`config.mk`:
```
export PLATFORM = sky130hd
export DESIGN_NAME = pgnl_div
export DESIGN_NICKNAME = d
export VERILOG_FILES = /design/src/hdl/pgnl_div.sv
export SDC_FILE = /design/constraint.sdc
export NUM_CORES = 2
export LEC_CHECK = 0
export ABC_AREA = 1
export BUFFER_PORTS_ARGS = -buffer_cell sky130_fd_sc_hd__buf_4
export CELL_PAD_IN_SITES_DETAIL_PLACEMENT = 1
export CELL_PAD_IN_SITES_GLOBAL_PLACEMENT = 1
export CORE_MARGIN = 2
export CORE_UTILIZATION = 40
export CTS_BUF_LIST = sky130_fd_sc_hd__clkbuf_2 sky130_fd_sc_hd__clkbuf_4 sky130_fd_sc_hd__clkbuf_8
export DETAILED_ROUTE_END_ITERATION = 7
export GPL_TIMING_DRIVEN = 0
export PLACE_DENSITY = 0.74
export SYNTH_ARGS = -nofsm -noshare
export SYNTH_HDL_FRONTEND = slang
export SYNTH_SLANG_ARGS = --single-unit
```
`constraint.sdc`:
```
create_clock -name clk -period 11.4 [get_ports clk]
set_input_delay 1.14 -clock clk [delete_from_list [all_inputs] [get_ports clk]]
set_output_delay 1.14 -clock clk [all_outputs]
set_load 0.005 [all_outputs]
```
`src/hdl/pgnl_div.sv`:
```
`timescale 1ns / 1ps
// Pipelined restoring divider, one quotient bit per stage, with elastic stages.
// Depends on nothing beyond the clock domain; divisor must be nonzero and static.
module pgnl_div #(
    parameter int NUM_W  = 30,
    parameter int DEN_W  = 22,
    parameter int SIDE_W = 1
) (
    input  logic              clk,
    input  logic              rst_n,
    input  logic              in_valid,
    output logic              in_ready,
    input  logic [NUM_W-1:0]  in_num,
    input  logic [SIDE_W-1:0] in_side,
    input  logic [DEN_W-1:0]  den,
    output logic              out_valid,
    input  logic              out_ready,
    output logic [NUM_W-1:0]  out_quo,
    output logic [DEN_W-1:0]  out_rem,
    output logic [SIDE_W-1:0] out_side
);

    logic [NUM_W-1:0]  v_reg;
    logic [DEN_W-1:0]  a_reg [NUM_W];
    logic [NUM_W-1:0]  q_reg [NUM_W];
    logic [SIDE_W-1:0] s_reg [NUM_W];
    logic [NUM_W:0]    rdy;

    assign rdy[NUM_W] = out_ready;
    assign in_ready   = rdy[0];

    for (genvar s = 0; s < NUM_W; s++) begin : g_stage
        logic              pv;
        logic [DEN_W-1:0]  pa;
        logic [NUM_W-1:0]  pq;
        logic [SIDE_W-1:0] ps;
        logic [DEN_W:0]    t;
        logic              ge;

        if (s == 0) begin : g_first
            assign pv = in_valid;
            assign pa = '0;
            assign pq = in_num;
            assign ps = in_side;
        end else begin : g_next
            assign pv = v_reg[s-1];
            assign pa = a_reg[s-1];
            assign pq = q_reg[s-1];
            assign ps = s_reg[s-1];
        end

        assign rdy[s] = !v_reg[s] || rdy[s+1];
        assign t      = {pa, pq[NUM_W-1]};
        assign ge     = (t >= {1'b0, den});

        always_ff @(posedge clk or negedge rst_n)
        begin
            if (!rst_n)
            begin
                v_reg[s] <= 1'b0;
            end
            else if (rdy[s])
            begin
                v_reg[s] <= pv;
            end
        end

        always_ff @(posedge clk)
        begin
            if (rdy[s] && pv)
            begin
                a_reg[s] <= ge ? DEN_W'(t - {1'b0, den}) : DEN_W'(t);
                q_reg[s] <= {pq[NUM_W-2:0], ge};
                s_reg[s] <= ps;
            end
        end
    end

    assign out_valid = v_reg[NUM_W-1];
    assign out_quo   = q_reg[NUM_W-1];
    assign out_rem   = a_reg[NUM_W-1];
    assign out_side  = s_reg[NUM_W-1];

endmodule

```
==> impl_metrics.env <==
export IMPL_cp_start_kind="flop"
export IMPL_placed_cell_area_um2=88600
export IMPL_synth_compound_area_share_pct=12.2
export IMPL_power_per_cell_area_nw_per_um2=308
export IMPL_clockBufferDepth=4
export IMPL_ys_seq_area_share_pct=58.4
export IMPL_whs_ns=0.106
export IMPL_numCtsBuffers=291
export IMPL_max_stage_delay_ns=0.44
export IMPL_status="finished, final reports clean"
export IMPL_finalMaxSlewViolations=0
export IMPL_final_cell_mix="edfxtp_1 (1,590), a21oi_1 (991), nand2_1 (948)"
export IMPL_grt_usage_pct=22.1
export IMPL_p_total_mw=29.1
export IMPL_die_w_um=460
export IMPL_grt_pass1_wl_um=359000
export IMPL_wl_per_cell_um=22.2
export IMPL_ant_nets=0
export IMPL_ctsRootBufferMaster="clkbuf_8"
export IMPL_seq_area_um2=48500
export IMPL_avgSynthCellArea_um2=11.5
export IMPL_first_iter_violations=3634
export IMPL_synth_edff_count=1590
export IMPL_fmax_mhz=171
export IMPL_chipHeight_um=460
export IMPL_netlist_instances=7250
export IMPL_critPathMaxFanout=4
export IMPL_synth_area_leaders="edfxtp_1 (57%), ha_1 (9.6%), a21oi_1 (6.0%)"
export IMPL_slew_headroom_pct=18.5
export IMPL_post_cts_setup_buffer_count=0
export IMPL_fin_skew_ns=0.0838
export IMPL_synthXorXnorAreaFrac_pct=5.66
export IMPL_worstSetupPathType="flop to primary output"
export IMPL_power_leakage_nw=36.8
export IMPL_largest_reg_flops=900
export IMPL_cp_end_kind="primary output"
export IMPL_area_delta_synth_final_pct=13.9
export IMPL_ys_flop_type="edfxtp_1"
export IMPL_io_buffer_count=111
export IMPL_syn_num_nets=7976
export IMPL_ff2ff_path_depth=18
export IMPL_hold_buffers=0
export IMPL_pin_count=112
export IMPL_grt_ovfl_total=0
export IMPL_synth_top_area_share_pct=57.5
export IMPL_core_area_um2=207000
export IMPL_cp_cell_sequence="nand3_2 > nor2_2 > nand4_2 > nor2_2 > nand4_2 > nor2_2 > nand4_2 > nor2_2 > nand4_2 > nor2_2 > nand4_2 > nor2_2 > nand4_2 > nor2_2 > nand4_2 > buf_4"
export IMPL_multi_input_area_um2=32300
export IMPL_dieArea_um2=211000
export IMPL_fin_crit_sh_pct=51.3
export IMPL_core_rowCount=167
export IMPL_period_minus_slack_ns=5.85
export IMPL_avgViaCountPerCell=5.46
export IMPL_start_util_pct=40.2
export IMPL_vdd_drop_max_mv=0.146
export IMPL_drv_cap=0
export IMPL_drc=0
export IMPL_cts_sinks=1620
export IMPL_grt_pass1_vias=61900
export IMPL_nets=8434
export IMPL_post_route_cell_area_um2=94600
export IMPL_mostFrequentLayoutCell="edfxtp_1"
export IMPL_worstPathRequired_ns=10.26
export IMPL_ys_seq_elements=1620
export IMPL_cts_resized=0
export IMPL_setup_violations=0
export IMPL_synth_adder_area_share_pct=10.3
export IMPL_routed_wirelength_um=236000
export IMPL_timing_setup_tns_ns=0
export IMPL_grt_max_degree=44
export IMPL_cts_tree="done"
export IMPL_drt_pre_antenna_iters=6
export IMPL_hp_class="input port to asynchronous set/reset pin"
export IMPL_worst_pin_slew_ns=1.21
export IMPL_fillers=22000
export IMPL_htree_levels=5
export IMPL_hold_viol_final=0
export IMPL_synth_async_sr_flop_share_pct=1.85
export IMPL_rsz0062_at_grt="false"
export IMPL_antenna_found_initial=8
export IMPL_dpl_hpwl_um=171000
export IMPL_yosys_area_share_simple_pct=10.4
export IMPL_slowest_stage="dfrtp_1"
export IMPL_syn_cell_area_um2=83000
export IMPL_vias=58000
export IMPL_yosysTopAreaCell="edfxtp_1"
export IMPL_path_clk_slew_ns=0.06
export IMPL_drive_gt1_share_pct=11.4
export IMPL_clk_latency_ns=1.02
export IMPL_place_congestion=0.864
export IMPL_synth_top_family_by_area="compound AO/OA/AOI/OAI gates"
export IMPL_yosys_warnings=0
export IMPL_post_route_util_pct=45.8
export IMPL_crit_arrival_ns=4.71
export IMPL_ys_types=53
export IMPL_yosys_mux_area_fraction_pct=0
==> per-layer routing <==
| layer | vias up | share of wire [%] | track usage [%] | routed length (µm) |
|---|---|---|---|---|
| met4 | 0 | 3.8 | 8.48 | 8880 |
| met3 | 511 | 4.1 | 3.05 | 9760 |
| met5 | - | 0 | 0 | 0 |
| met1 | 28700 | 43 | 27.8 | 101000 |
| met2 | 1317 | 49 | 38.4 | 117000 |
| li1 | 27400 | - | - | - |
==> logic make-up (layout without fill, tap and decap cells) <==
kind of cell | Yosys count | in the layout
compound gates | 1776 | 1776
simple gates | 2073 | 2073
other cells | 0 | 3
fa+ha+maj | 669 | 669
flops | 1620 | 1620
xor+xnor | 537 | 537
buf+inv | 575 | 1239
==> power breakdown <==
part | internal (mW) | switching (mW)
sequential | 9.61 | 1.14
combinational | 4.74 | 7.97
clock | 3.25 | 2.42
==> final timing paths <==
check | startpoint | endpoint | slack (ns)
min | rst_n | out_valid | 0.11
max in group asynchronous | rst_n | g_stage[8].pv | 10.81
min in group clk | in_num[23] | q_reg[0][24] | 0.29
max reg2reg | out_valid | a_reg[0][11] | 7.00
max | out_valid | in_ready | 5.55
min reg2reg | q_reg[1][279] | q_reg[1][310] | 0.37
==> cell usage after synthesis (9+ instances only) <==
cell      count
nor3_1       83
o21ai_0     380
clkbuf_1     52
a31oi_1      55
a221o_1      25
nor4_1       30
buf_6        12
nand4_1      85
a21boi_0     32
nor2_1      694
a21oi_2      34
dfrtp_1      30
nand3b_1     13
or2_2        32
xor2_1      186
buf_4        33
a21boi_1      9
xnor2_1     351
o21ai_2      19
nand2_1     948
a21oi_1     999
inv_1       424
edfxtp_1   1590
nand3_1     156
buf_2        49
a21o_1       47
fa_1         29
ha_1        640
o31ai_1      10
o21ai_1      49
o21a_1       16
o221ai_1     51
==> critical path: cells and delay by family, from the launching register on <==
| family | cells | cell delay (ns) |
|---|---|---|
| DFF | 1 | 0.44 |
| buffers and inverters | 1 | 0.29 |
| and+or+nand+nor | 15 | 2.97 |
==> area by class of cell <==
class	instances	share of cell area [%]
flip-flops and latches	1620	51.3
multi-input cells	5055	34.1
clock buffers	381	5.06
well taps	2704	3.58
repair buffers	165	2.14
inverters	429	1.75
clock inverters	118	1.22
plain buffers	146	0.875
diodes	3	0.00794
==> through the flow <==
stage	cells	setup slack (ns)
2_1_floorplan	7250	6.13
6_report	10600	5.55
4_1_cts	10600	5.41
3_5_place_dp	10100	4.93
3_3_place_gp	10100	3.60
5_1_grt	10600	5.20
Note: power is estimated with default switching activity, not from simulation.
