==> src/hdl/pgnl_pkg.sv <==
`timescale 1ns / 1ps
// Shared constants, types and the neighbour offset table for the grid lister.
// No dependencies.
package pgnl_pkg;

    localparam int ID_W               = 30;
    localparam int KIND_W             = 7;
    localparam int CFG_IDX_W          = 3;
    localparam int CFG_DATA_W         = 11;
    localparam int NUM_CAND           = 32;
    localparam int NUM_OFF            = 5;
    localparam int OFF_W              = 3;
    localparam int OFF_CENTER         = 2;
    localparam int KIND_Z_STRIDE      = 25;
    localparam int KIND_Y_STRIDE      = 5;
    localparam int AXIS_MAX_CELLS_DEF = 1024;

    typedef enum logic [CFG_IDX_W-1:0] {
        REG_SIZE_X = 3'd0,
        REG_SIZE_Y = 3'd1,
        REG_SIZE_Z = 3'd2,
        REG_WRAP_X = 3'd3,
        REG_WRAP_Y = 3'd4,
        REG_WRAP_Z = 3'd5
    } cfg_reg_t;

    // offset of one candidate, each field is offset + 2 (0..4)
    typedef struct packed {
        logic [OFF_W-1:0] iz;
        logic [OFF_W-1:0] iy;
        logic [OFF_W-1:0] ix;
    } off_t;

    // candidate order: cube with x outermost, centre skipped, then axial +-2
    function automatic off_t cand_off(input int p);
        off_t r;
        int   n;
        r = '0;
        n = 0;
        for (int a = 1; a <= 3; a++) begin
            for (int b = 1; b <= 3; b++) begin
                for (int c = 1; c <= 3; c++) begin
                    if (!(a == 2 && b == 2 && c == 2)) begin
                        if (n == p) begin
                            r.ix = OFF_W'(a);
                            r.iy = OFF_W'(b);
                            r.iz = OFF_W'(c);
                        end
                        n++;
                    end
                end
            end
        end
        case (p)
            26:      r = '{iz: 3'd2, iy: 3'd2, ix: 3'd0};
            27:      r = '{iz: 3'd2, iy: 3'd0, ix: 3'd2};
            28:      r = '{iz: 3'd0, iy: 3'd2, ix: 3'd2};
            29:      r = '{iz: 3'd2, iy: 3'd2, ix: 3'd4};
            30:      r = '{iz: 3'd2, iy: 3'd4, ix: 3'd2};
            31:      r = '{iz: 3'd4, iy: 3'd2, ix: 3'd2};
            default: ;
        endcase
        return r;
    endfunction

    function automatic logic [KIND_W-1:0] cand_kind(input int p);
        off_t o;
        o = cand_off(p);
        return KIND_W'(int'(o.iz) * KIND_Z_STRIDE + int'(o.iy) * KIND_Y_STRIDE
                       + int'(o.ix));
    endfunction

endpackage

==> src/hdl/pgnl_if.sv <==


interface pgnl_result_if;
    import pgnl_pkg::*;

    logic              valid;
    logic              ready;
    logic [ID_W-1:0]   neighbour_index;
    logic [KIND_W-1:0] neighbour_kind;
    logic              cell_done;
    logic              list_done;

    modport source (output valid, output neighbour_index, output neighbour_kind,
                    output cell_done, output list_done, input ready);
    modport sink   (input valid, input neighbour_index, input neighbour_kind,
                    input cell_done, input list_done, output ready);
endinterface

==> src/hdl/pgnl_emit.sv <==
`timescale 1ns / 1ps
// Result sequencer: walks the candidate mask lowest bit first, one beat per cycle
// while not stalled, into an output register. Depends on pgnl_pkg and pgnl_result_if.
module pgnl_emit (
    input  logic                                            clk,
    input  logic                                            rst_n,
    input  logic                                            in_valid,
    output logic                                            in_ready,
    input  logic [pgnl_pkg::NUM_OFF-1:0][pgnl_pkg::ID_W-1:0] zterm,
    input  logic [pgnl_pkg::NUM_OFF-1:0][pgnl_pkg::ID_W-1:0] yterm,
    input  logic [pgnl_pkg::NUM_OFF-1:0][pgnl_pkg::ID_W-1:0] xterm,
    input  logic [pgnl_pkg::NUM_CAND-1:0]                   mask,
    input  logic                                            final_in,
    pgnl_result_if.source                                   result
);
    import pgnl_pkg::*;

    logic [NUM_CAND-1:0]          mask_reg;
    logic [NUM_OFF-1:0][ID_W-1:0] zt_reg, yt_reg, xt_reg;
    logic                         final_reg;

    logic                         ov_reg;
    logic [ID_W-1:0]              idx_reg;
    logic [KIND_W-1:0]            kind_reg;
    logic                         cd_reg;
    logic                         ld_reg;

    logic [NUM_CAND-1:0]          pick, rest;
    logic                         adv, emit, load;
    logic [NUM_CAND-1:0][OFF_W-1:0]  ix_t, iy_t, iz_t;
    logic [NUM_CAND-1:0][KIND_W-1:0] kind_t;
    logic [OFF_W-1:0]             ix_sel, iy_sel, iz_sel;
    logic [KIND_W-1:0]            kind_sel;
    logic [ID_W-1:0]              idx_next;

    assign adv      = !ov_reg || result.ready;
    assign pick     = mask_reg & (~mask_reg + NUM_CAND'(1));
    assign rest     = mask_reg & ~pick;
    assign emit     = (mask_reg != '0) && adv;
    assign in_ready = (mask_reg == '0) || (emit && rest == '0);
    assign load     = in_valid && in_ready;

    for (genvar p = 0; p < NUM_CAND; p++) begin : g_cand
        localparam off_t             O = cand_off(p);
        localparam logic [KIND_W-1:0] K = cand_kind(p);
        assign ix_t[p]   = pick[p] ? O.ix : '0;
        assign iy_t[p]   = pick[p] ? O.iy : '0;
        assign iz_t[p]   = pick[p] ? O.iz : '0;
        assign kind_t[p] = pick[p] ? K : '0;
    end

    always_comb
    begin
        ix_sel   = '0;
        iy_sel   = '0;
        iz_sel   = '0;
        kind_sel = '0;
        for (int p = 0; p < NUM_CAND; p++)
        begin
            ix_sel   = ix_sel | ix_t[p];
            iy_sel   = iy_sel | iy_t[p];
            iz_sel   = iz_sel | iz_t[p];
            kind_sel = kind_sel | kind_t[p];
        end
        idx_next = zt_reg[iz_sel] + yt_reg[iy_sel] + xt_reg[ix_sel];
    end

    always_ff @(posedge clk or negedge rst_n)
    begin
        if (!rst_n)
        begin
            mask_reg <= '0;
            ov_reg   <= 1'b0;
        end
        else
        begin
            if (load)
                mask_reg <= mask;
            else if (emit)
                mask_reg <= rest;
            if (emit)
                ov_reg <= 1'b1;
            else if (result.ready)
                ov_reg <= 1'b0;
        end
    end

    always_ff @(posedge clk)
    begin
        if (load)
        begin
            zt_reg    <= zterm;
            yt_reg    <= yterm;
            xt_reg    <= xterm;
            final_reg <= final_in;
        end
        if (emit)
        begin
            idx_reg  <= idx_next;
            kind_reg <= kind_sel;
            cd_reg   <= (rest == '0);
            ld_reg   <= (rest == '0) && final_reg;
        end
    end

    assign result.valid           = ov_reg;
    assign result.neighbour_index = idx_reg;
    assign result.neighbour_kind  = kind_reg;
    assign result.cell_done       = cd_reg;
    assign result.list_done       = ld_reg;

    a_pick_onehot: assert property (@(posedge clk) disable iff (!rst_n)
        mask_reg != '0 |-> $onehot(pick))
        else $error("candidate pick is not one-hot");

    a_mask_hold: assert property (@(posedge clk) disable iff (!rst_n)
        mask_reg != '0 && !adv |=> $stable(mask_reg))
        else $error("candidate mask moved while output stalled");

    a_list_in_cell: assert property (@(posedge clk) disable iff (!rst_n)
        ov_reg && ld_reg |-> cd_reg)
        else $error("list_done beat without cell_done");

endmodule

==> src/flat_wrapper.sv <==
// flat-port wrapper written by rule: the top's interface ports become plain ports
module pgnl_emit_flat import pgnl_pkg::*;
  (clk, rst_n, in_valid, in_ready, zterm, yterm, xterm, mask, final_in, result_valid, result_neighbour_index, result_neighbour_kind, result_cell_done, result_list_done, result_ready);
  pgnl_result_if result_i ();
  input  logic clk;
  input  logic rst_n;
  input  logic in_valid;
  output logic in_ready;
  input  logic [pgnl_pkg::NUM_OFF-1:0][pgnl_pkg::ID_W-1:0] zterm;
  input  logic [pgnl_pkg::NUM_OFF-1:0][pgnl_pkg::ID_W-1:0] yterm;
  input  logic [pgnl_pkg::NUM_OFF-1:0][pgnl_pkg::ID_W-1:0] xterm;
  input  logic [pgnl_pkg::NUM_CAND-1:0] mask;
  input  logic final_in;
  output wire logic [$bits(result_i.valid)-1:0] result_valid;
  output wire logic [$bits(result_i.neighbour_index)-1:0] result_neighbour_index;
  output wire logic [$bits(result_i.neighbour_kind)-1:0] result_neighbour_kind;
  output wire logic [$bits(result_i.cell_done)-1:0] result_cell_done;
  output wire logic [$bits(result_i.list_done)-1:0] result_list_done;
  input wire logic [$bits(result_i.ready)-1:0] result_ready;
  assign result_valid = result_i.valid;
  assign result_neighbour_index = result_i.neighbour_index;
  assign result_neighbour_kind = result_i.neighbour_kind;
  assign result_cell_done = result_i.cell_done;
  assign result_list_done = result_i.list_done;
  assign result_i.ready = result_ready;
  pgnl_emit u_core (.clk(clk), .rst_n(rst_n), .in_valid(in_valid), .in_ready(in_ready), .zterm(zterm), .yterm(yterm), .xterm(xterm), .mask(mask), .final_in(final_in), .result(result_i));
endmodule
==> config.mk <==
export PLATFORM = sky130hd
export DESIGN_NAME = pgnl_emit_flat
export DESIGN_NICKNAME = d
export VERILOG_FILES = /design/src/hdl/pgnl_pkg.sv /design/src/hdl/pgnl_if.sv /design/src/hdl/pgnl_emit.sv /design/src/flat_wrapper.sv
export SDC_FILE = /design/constraint.sdc
export NUM_CORES = 1
export LEC_CHECK = 0
export BUFFER_PORTS_ARGS = -buffer_cell sky130_fd_sc_hd__buf_2
export CAP_MARGIN = 20
export CELL_PAD_IN_SITES_DETAIL_PLACEMENT = 0
export CELL_PAD_IN_SITES_GLOBAL_PLACEMENT = 1
export CORE_ASPECT_RATIO = 1.5
export CORE_MARGIN = 2
export CORE_UTILIZATION = 44
export CTS_CLUSTER_DIAMETER = 40
export DETAILED_ROUTE_END_ITERATION = 6
export PLACE_DENSITY_LB_ADDON = 0.1
export REMOVE_ABC_BUFFERS = 1
export SETUP_SLACK_MARGIN = 0.4
export SYNTH_ARGS = -nofsm -noshare
export SYNTH_HDL_FRONTEND = slang
export SYNTH_SLANG_ARGS = --single-unit
==> constraint.sdc <==
create_clock -name clk -period 7 [get_ports clk]
set_input_delay 1.05 -clock clk [delete_from_list [all_inputs] [get_ports clk]]
set_output_delay 1.05 -clock clk [all_outputs]
set_load 0.02 [all_outputs]
==> results of run 1 <==
## final cells by class
class	instances	area (um2)	share of cell area
Antenna cell	18	45.0	0.00153
Inverter	66	248	0.00839
Tap cell	682	853	0.0289
Clock inverter	41	392	0.0133
Clock buffer	72	1580	0.0534
Multi-Input combinational cell	962	7260	0.246
Timing Repair Buffer	634	3600	0.122
Sequential cell	523	15500	0.527
## cells by family (layout without fill, tap and decap cells)
logic type	count (synthesis)	in the layout	synth area share
buf+inv	162	813	0.0293
flops	523	523	0.667
mux	99	99	0.0439
compound gates	406	406	0.120
other cells	0	18	0
xor+xnor	26	26	0.0107
simple gates	371	372	0.0879
fa+ha+maj	59	59	0.0413
## timing repair
| item | in CTS | in global routing |
|---|---|---|
| cloned | 0 | 1 |
| pin swaps | 7 | 7 |
| resized for setup | 9 | 22 |
| buffers inserted | 10 | 11 |
| setup endpoints to repair | 5 | 8 |
## Yosys cell counts (all sizes together), types with 30 or more instances
| cell type | n |
|---|---|
| a211oi | 129 |
| nand3 | 44 |
| nand2 | 91 |
| fa | 30 |
| nor2 | 55 |
| nor2b | 61 |
| clkbuf | 61 |
| o21ai | 42 |
| buf | 35 |
| mux2i | 77 |
| dfrtp | 33 |
| inv | 66 |
| edfxtp | 490 |
| a21oi | 91 |
## path summary, 6_finish.rpt
path | depth (start not counted) | to | start | slack, ns
max | 24 | u_core.result.neighbour_index[28] | u_core.mask_reg[24] | 0.68
max reg2reg | 24 | u_core.result.neighbour_index[28] | u_core.mask_reg[24] | 0.68
max in group asynchronous | 1 | u_core.mask_reg[12] | rst_n | 5.92
min reg2reg | 1 | u_core.result.list_done | u_core.final_reg | 0.52
min | 1 | u_core.mask_reg[19] | rst_n | 0.50
min in group clk | 1 | u_core.result.list_done | u_core.final_reg | 0.52
## critical path: stages (launching register included)
cell       delay, ns
dfrtp_1         0.56
nor2b_1         0.13
nor2_1          0.36
nor4_2          0.08
buf_4           0.15
or4_1           0.59
nor3_4          0.32
buf_4           0.24
buf_6           0.26
mux2i_1         0.13
a211oi_1        0.29
a21oi_1         0.13
fa_1            0.56
inv_1           0.05
ha_1            0.22
a21o_1          0.19
a21o_1          0.18
a21oi_1         0.15
o21ai_0         0.16
o32ai_2         0.39
a31oi_2         0.18
o21ba_2         0.25
o21a_1          0.18
o2111ai_1       0.19
nand3_1         0.10
## per-stage QoR
step,worst slack (ns),hold WS (ns),TNS [ns],utilization,std cells
after floorplan,-8.18,0.497,-3862.24,-,1550
after global placement,0.173,0.524,0,0.518,2845
after detailed placement,0.152,0.515,0,0.518,2845
after CTS,0.431,0.522,0,0.558,2968
after global routing,0.350,0.548,0,0.563,2996
final,0.678,0.504,0,0.563,2998
## metal layers
layer	share of wire	routed length, um
met1	0.35	26600
met2	0.55	42300
met3	0.052	3970
met4	0.047	3640
met5	0.0011	83
==> results.cfg, run 1 <==
[logic_synthesis]
netlist.area_leader.share = 0.632
synth_edf_count = 490
ys_warn_count = 0
async_flop_share = 0.0631
yosys_register_bits = 523
synth_flop_cell = edfxtp_1
synthCells = 1646
synthesis.area_um2 = 23300
yosysUniqueCellTypes = 84
synth.area.top_cells = edfxtp_1, a211oi_1, dfrtp_1, mux2i_1, fa_1
synth.largest_area_cell = edfxtp_1
ys_seq_area_frac = 0.667
syn_avg_cell_area_um2 = 14.1

[drt]
route.detailed.drc = 0
wire_per_inst_um = 25.6
routed_via_density = 5.49
wl_mm = 76.7
drtIter0Drc = 900
detail-route-antenna-nets = 0
vias = 16500
first_pass_iters = 4

[finish]
drive_gt1_frac = 0.349
final_common_cell = buf_2
fin_nets = 2792
fill_cells = 4476
area_growth_pct = 26.8
stdcell_area_um2 = 29500
layout_common_cells = buf_2, edfxtp_1, a211oi_1

[global_routing]
grt_antenna_before_repair = 28
grt_max_degree = 62
grt_pass1_vias = 17200
gr-usage-all-layers = 0.277
grtUsageMet1 = 0.296
grt_util_met3 = 0.0454
grt_pass1_wl_mm = 109
top_usage_layer = met2
overflow = 0
met2_usage = 0.523

[floorplan]
coreArea_um2 = 52500
start_util = 0.444
rows = 103
die_w_um = 192
io_pins = 528
dieArea_um2 = 54800
die_h_um = 286

[timing]
worst_pin_slew_ns = 1.10
timing.final.crit_period_ns = 6.32
max_freq_mhz = 158
rsz0062_at_grt = yes
setup_viol = 0
fin_crit_sh = 0.903
drv_slew = 0
hold_viol = 0
slew_headroom = 0.267
skew_ns = 0.0291

[clock_tree]
h-tree-depth = 2
root_buffer = clkbuf_16
numCtsBuffers = 60
clkLatencyLatePin_ns = 0.65
ctsLongestPathBuffers = 3
cts_hold_buffers = 0
cts_tree = built
cts_sinks = 523
clk_pin_slew_ns = 0.06

[critical_path]
crit_required_ns = 7.38
worstPathMaxFanout = 26
crit_type = reg2reg
cp_data_arrival_time_ns = 6.70
endpoint_kind = flop
critPathLaunchType = flop

[job]
maxCapViolCount = 0

[outcome]
status = finished, final reports clean

[placement]
gp_congestion = 0.970
numPortBuffers = 527
placed_cell_area_um2 = 27200
hpwl_mm = 58.3

[hold_path]
hold_class = in2async
Power of run 1 is not shown: default switching activity piles up to over one toggle a cycle in this logic, so the estimate is an artifact.
==> run 2, diff against run 1 <==
--- a/config.mk
+++ b/config.mk
@@ -5,15 +5,17 @@
 export SDC_FILE = /design/constraint.sdc
 export NUM_CORES = 1
 export LEC_CHECK = 0
-export BUFFER_PORTS_ARGS = -buffer_cell sky130_fd_sc_hd__buf_2
+export ABC_AREA = 1
+export BUFFER_PORTS_ARGS = -buffer_cell sky130_fd_sc_hd__buf_4
 export CAP_MARGIN = 20
 export CELL_PAD_IN_SITES_DETAIL_PLACEMENT = 0
 export CELL_PAD_IN_SITES_GLOBAL_PLACEMENT = 1
 export CORE_ASPECT_RATIO = 1.5
 export CORE_MARGIN = 2
-export CORE_UTILIZATION = 44
+export CORE_UTILIZATION = 43
 export CTS_CLUSTER_DIAMETER = 40
 export DETAILED_ROUTE_END_ITERATION = 6
+export MAX_ROUTING_LAYER = met4
 export PLACE_DENSITY_LB_ADDON = 0.1
 export REMOVE_ABC_BUFFERS = 1
 export SETUP_SLACK_MARGIN = 0.4
==> run 2 against run 1 <==
Compared with the run above:
- setup slack gained 0.26 ns
- worst hold slack lost 0.11 ns
- global-route usage grew 1.3 points
- critical path depth grew 2
- clock skew shrank 0.0097 ns
- register-to-register slack gained 0.26 ns
- non-clock buffer count shrank 71
- via count grew 7.9%
- sequential share of layout area shrank 1.5 points
- synthesized cell count grew 26%
- die area grew 3.0%
- largest cell class unchanged
==> results.cfg, run 2 <==
[critical_path]
crit_required_ns = 7.37
r2r_start = u_core.mask_reg[1]
cp_data_arrival_time_ns = 6.43
cp_common_cell = nand2_1
cpPeakStageDelay_ns = 0.53
rr_worst_depth = 26
rrSetupSlack_ns = 0.94
reg2reg_to = u_core.result.neighbour_index[28]
cp_slowest_cell = fa_1
endpoint_kind = flop
critPathLaunchType = flop
crit_type = reg2reg
worstPathMaxFanout = 22

[clock_tree]
cts_tree = built
clkLatencyLatePin_ns = 0.63
cts_resized = 0
root_buffer = clkbuf_16
numCtsBuffers = 59
cts_hold_buffers = 0
ctsLongestPathBuffers = 3
h-tree-depth = 2
cts_sinks = 523
post_cts_buffers = 0
clk_pin_slew_ns = 0.06

[logic_synthesis]
synthSimpleGateAreaFrac = 0.175
synth_compound_area_frac = 0.0675
yosysUniqueCellTypes = 46
synthCells = 2075
synth_mux_area_frac = 0
synthesis.area_um2 = 23400
synth_top_family_by_area = simple AND/OR/NAND/NOR gates
ys_warn_count = 0
yosysMostFrequentCell = nand2_1
async_flop_share = 0.0631
netlist.area_leader.share = 0.627
synth.largest_area_cell = edfxtp_1
synth_xor_area_frac = 0.00971
ys_seq_area_frac = 0.663
synth_flop_cell = edfxtp_1
synth_fa_ha_area_frac = 0.0406
syn_avg_cell_area_um2 = 11.3
yosys_register_bits = 523
ys_top_cells_by_count = nand2_1, edfxtp_1, nand3_1
synth.area.top_cells = edfxtp_1, nand2_1, nand3_1, dfrtp_1, a21oi_1
synth_edf_count = 490

[floorplan]
start_util = 0.436
coreArea_um2 = 53700
io_pins = 528
die_h_um = 290
die_w_um = 195
dieArea_um2 = 56500
rows = 104

[power]
p_per_area_nw_per_um2 = 299
power_frac_comb = 0.233
switching_share = 0.304
p_switching_uw = 2760
power.leakage_uw = 0.0125
peakVddDrop_uv = 208
power_frac_seq = 0.411
p_clk_frac = 0.356
internal_power_uw = 6320

[global_routing]
gr-usage-all-layers = 0.289
grt_pass1_wl_mm = 115
grt_antenna_before_repair = 14
overflow = 0
grt_pass1_vias = 18400
grt_max_degree = 185

[drt]
vias = 17800
wirelength_met1_mm = 28.8
routed_via_density = 5.28
route.met2.wl_mm = 40.9
top_layer = met4
drtIter0Drc = 1157
detail-route-antenna-nets = 0
route.detailed.drc = 0
first_pass_iters = 7
wl_mm = 80.0
wl_met3_mm = 5.11
wire_per_inst_um = 23.7

[finish]
fin_nets = 3162
drive_gt1_frac = 0.268
fill_cells = 4618
layout_common_cells = buf_4, nand2_1, edfxtp_1
final_common_cell = buf_4
area_growth_pct = 29.5

[placement]
pre_cts_ws_ns = 0.570
gp_congestion = 0.925
hpwl_mm = 60.3
numPortBuffers = 527

[timing]
rsz0062_at_grt = no
skew_ns = 0.0194
hold_viol = 0
setup_ws_ns = 0.939
drv_slew = 0
fin_crit_sh = 0.866
setup_viol = 0
final.setup.tns_ns = 0
max_freq_mhz = 165
slew_headroom = 0.346
timing.final.crit_period_ns = 6.06
whs_ns = 0.398
worst_pin_slew_ns = 0.981

[outcome]
status = finished, final reports clean

[hold_path]
hold_class = in2async

[job]
maxCapViolCount = 0
==> run 2: cell count changes after synthesis, sizes merged, moves of 22 or more <==
cell / previous run / this run
a211oi: 129 / 2
a21oi: 91 / 160
a221oi: 2 / 31
clkbuf: 61 / 30
inv: 66 / 167
mux2: 22 / 0
mux2i: 77 / 0
nand2: 91 / 545
nand3: 44 / 220
nor2: 55 / 134
nor2b: 61 / 0
==> run 2: how the worst max path moves through the flow <==
stage	start	to	cells past startpoint	slack [ns]
floorplan	result_ready	u_core.final_reg	6	-0.08
global placement	u_core.mask_reg[2]	u_core.result.neighbour_index[26]	26	0.70
detailed placement	u_core.mask_reg[1]	u_core.result.neighbour_index[28]	24	0.57
CTS	u_core.mask_reg[1]	u_core.result.neighbour_index[28]	24	0.57
global route	u_core.mask_reg[4]	u_core.result.neighbour_index[28]	26	0.40
finish	u_core.mask_reg[1]	u_core.result.neighbour_index[28]	26	0.94
==> run 2: logic make-up (layout without fill, tap and decap cells) <==
logic type                 count (synthesis)  in the layout
and+or+nand+nor                          946            946
AOI/OAI and AO/OA                        272            272
buffers and inverters                    250            841
xor gates and xnor gates                  26             26
adders and majority gates                 58             58
other                                      0             14
DFF                                      523            523
==> run 2: critical path: cells and delay by family, from the launching register on <==
| kind | cells | cell delay [ns] |
|---|---|---|
| AOI/OAI and AO/OA | 10 | 1.98 |
| DFF | 1 | 0.51 |
| adders and majority gates | 2 | 0.88 |
| and+or+nand+nor | 11 | 1.85 |
| xor gates and xnor gates | 1 | 0.16 |
| buffers and inverters | 2 | 0.43 |
==> run 2: cell type report <==
cell class / count / area (um2) / share of cell area
Clock inverter: 42 / 490 / 0.0162
Antenna cell: 14 / 35.0 / 0.00115
Multi-Input combinational cell: 1302 / 6940 / 0.229
Tap cell: 689 / 862 / 0.0284
Inverter: 168 / 648 / 0.0213
Sequential cell: 523 / 15500 / 0.512
Timing Repair Buffer: 563 / 4290 / 0.141
Clock buffer: 68 / 1550 / 0.0511
==> run 2: per-stage QoR <==
step	power (uW)	cell area, um2	utilization	cells
6_report	9080	30400	0.565	3369
5_1_grt	9480	30400	0.565	3369
4_1_cts	9150	30300	0.564	3354
3_5_place_dp	5910	28200	0.526	3244
3_3_place_gp	5900	28200	0.526	3244
2_1_floorplan	4990	23000	-	1993
==> run 2: layer usage <==
layer  GRT usage  vias to the layer above
met5           -                        -
met4       0.182                        0
met3      0.0563                      168
met2       0.489                      719
met1       0.311                     8510
li1            -                     8381
==> run 2: power groups by stage <==
| stage | clock network, uW | registers (uW) | logic [uW] |
|---|---|---|---|
| after floorplan | 0 | 3880 | 1120 |
| after global placement | 0 | 3800 | 2100 |
| after detailed placement | 0 | 3800 | 2110 |
| after CTS | 3290 | 3730 | 2120 |
| after global routing | 3400 | 3740 | 2330 |
| final | 3230 | 3740 | 2110 |
Note: power is estimated with default switching activity, not from simulation.
==> run 3, diff against run 2 <==
--- a/config.mk
+++ b/config.mk
@@ -16,7 +16,7 @@
 export CTS_CLUSTER_DIAMETER = 40
 export DETAILED_ROUTE_END_ITERATION = 6
 export MAX_ROUTING_LAYER = met4
-export PLACE_DENSITY_LB_ADDON = 0.1
+export PLACE_DENSITY_LB_ADDON = 0.15
 export REMOVE_ABC_BUFFERS = 1
 export SETUP_SLACK_MARGIN = 0.4
 export SYNTH_ARGS = -nofsm -noshare
==> run 3 against run 2 <==
Compared with the run above:
- critical path depth stayed put
- largest power group unchanged
- sequential share of layout area is 0.57 points lower
- combinational power hardly changed
==> results.cfg, run 3 (synthesized netlist as in run 2, its figures left out) <==
[outcome]
status = finished, final reports clean

[timing]
hold_viol = 0
final.setup.tns_ns = 0
rsz0062_at_grt = no
slew_headroom = 0.345
setup_viol = 0
max_freq_mhz = 159
drv_slew = 0
fin_crit_sh = 0.898
setup_ws_ns = 0.713
worst_pin_slew_ns = 0.983
skew_ns = 0.0310
timing.final.crit_period_ns = 6.29

[clock_tree]
h-tree-depth = 3
ctsLongestPathBuffers = 3
cts_resized = 0
post_cts_buffers = 0
root_buffer = clkbuf_16
clkLatencyLatePin_ns = 0.63
cts_tree = built
cts_hold_buffers = 0
cts_sinks = 523
numCtsBuffers = 68
clk_pin_slew_ns = 0.06

[critical_path]
worstPathMaxFanout = 42
rr_worst_depth = 26
crit_required_ns = 7.36
reg2reg_to = u_core.result.neighbour_index[26]
cpPeakStageDelay_ns = 0.65
critPathLaunch = u_core.mask_reg[0]
endpoint_kind = flop
path_buf_inv = 1
cp_slowest_cell = nand4_4
cp_data_arrival_time_ns = 6.65
cp_common_cell = nand2_1
crit_type = reg2reg
critPathLaunchType = flop
rrSetupSlack_ns = 0.71
critPathTopFamily = compound AO/OA/AOI/OAI gates
r2r_start = u_core.mask_reg[0]

[floorplan]
rows = 104
coreArea_um2 = 53700
die_w_um = 195
io_pins = 528
start_util = 0.436
dieArea_um2 = 56500
die_h_um = 290

[global_routing]
grt_max_degree = 210
gr-usage-all-layers = 0.299
grt_pass1_wl_mm = 119
grt_pass1_vias = 18400
grt_antenna_before_repair = 13
overflow = 0

[drt]
drtIter0Drc = 1250
detail-route-antenna-nets = 0
first_pass_iters = 6
wire_per_inst_um = 24.3
routed_via_density = 5.34
wl_mm = 82.4
vias = 18100
route.detailed.drc = 0

[power]
peakVddDrop_uv = 225
p_per_area_nw_per_um2 = 309
power_frac_comb = 0.224
power_frac_seq = 0.395
p_clk_frac = 0.381
switching_share = 0.304
p_switching_uw = 2880
power.leakage_uw = 0.0127
internal_power_uw = 6600

[placement]
gp_congestion = 0.920
numPortBuffers = 527
hpwl_mm = 61.3
pre_cts_ws_ns = 0.602

[finish]
drive_gt1_frac = 0.271
area_growth_pct = 30.9
fin_nets = 3180
fill_cells = 4635
final_common_cell = buf_4
layout_common_cells = buf_4, nand2_1, edfxtp_1

[job]
maxCapViolCount = 0

[hold_path]
hold_class = in2async
[run 3: changes by cell type in the layout (fill, tap and decap cells not counted), sizes merged]
cell	previous run	this run
inv	180	185
clkinv	20	16
clkbuf	68	79
clkinvlp	4	5
buf	563	572
bufinv	6	7
[run 3: worst max-delay path by stage]
| stage | end | slack [ns] | cells after the start |
|---|---|---|---|
| global placement | u_core.result.neighbour_index[26] | 0.61 | 26 |
| floorplan | u_core.final_reg | -0.08 | 6 |
| detailed placement | u_core.result.neighbour_index[26] | 0.60 | 26 |
| global route | u_core.result.neighbour_index[28] | 0.40 | 24 |
| finish | u_core.result.neighbour_index[26] | 0.71 | 26 |
| CTS | u_core.result.neighbour_index[26] | 0.60 | 23 |
[run 3: area by class of cell]
class | instances | area [um2] | share of cell area
Tap cell | 689 | 862 | 0.0281
Timing Repair Buffer | 572 | 4360 | 0.142
Antenna cell | 14 | 35.0 | 0.00114
Sequential cell | 523 | 15500 | 0.506
Inverter | 168 | 647 | 0.0211
Multi-Input combinational cell | 1302 | 6920 | 0.226
Clock inverter | 45 | 572 | 0.0186
Clock buffer | 79 | 1760 | 0.0575
[run 3: worst reg2reg max path, stage by stage (launching register included)]
cell      delay [ns]
dfrtp_1         0.62
nor2_8          0.11
nand2_4         0.13
nor2_1          0.13
o31ai_1         0.24
nand3b_1        0.24
nor2_1          0.28
nand4_4         0.65
a21oi_1         0.40
a221oi_1        0.13
a21oi_1         0.52
fa_1            0.52
inv_1           0.07
ha_1            0.27
a21oi_1         0.14
nand2_1         0.09
a21oi_1         0.17
o21bai_1        0.12
nand2_1         0.08
nand2_1         0.13
nand3_1         0.10
nand2_1         0.08
nand2_1         0.07
nand2_1         0.07
a21oi_1         0.34
o21ai_0         0.18
xor2_1          0.17
[run 3: power by group through the flow]
stage	Clock [uW]	Sequential [uW]	Combinational (uW)
floorplan	0	3880	1120
global placement	0	3800	2100
detailed placement	0	3800	2110
CTS	3670	3740	2120
global route	3780	3750	2340
finish	3610	3740	2120
[run 3: stage by stage]
stage / total power [uW] / cell area (um2) / cells / util / hold slack (ns)
2_1_floorplan: 4990 / 23000 / 1993 / - / 0.519
4_1_cts: 9530 / 30600 / 3370 / 0.569 / 0.392
3_3_place_gp: 5900 / 28300 / 3246 / 0.526 / 0.535
6_report: 9470 / 30700 / 3392 / 0.571 / 0.404
3_5_place_dp: 5920 / 28300 / 3246 / 0.526 / 0.553
5_1_grt: 9880 / 30700 / 3392 / 0.571 / 0.429
[run 3: layer usage]
metal	wire length (um)	up-vias	global-route usage
met1	29900	8884	0.325
met5	0	-	-
met4	3510	0	0.139
met3	4560	140	0.0466
met2	44300	679	0.534
li1	-	8400	-
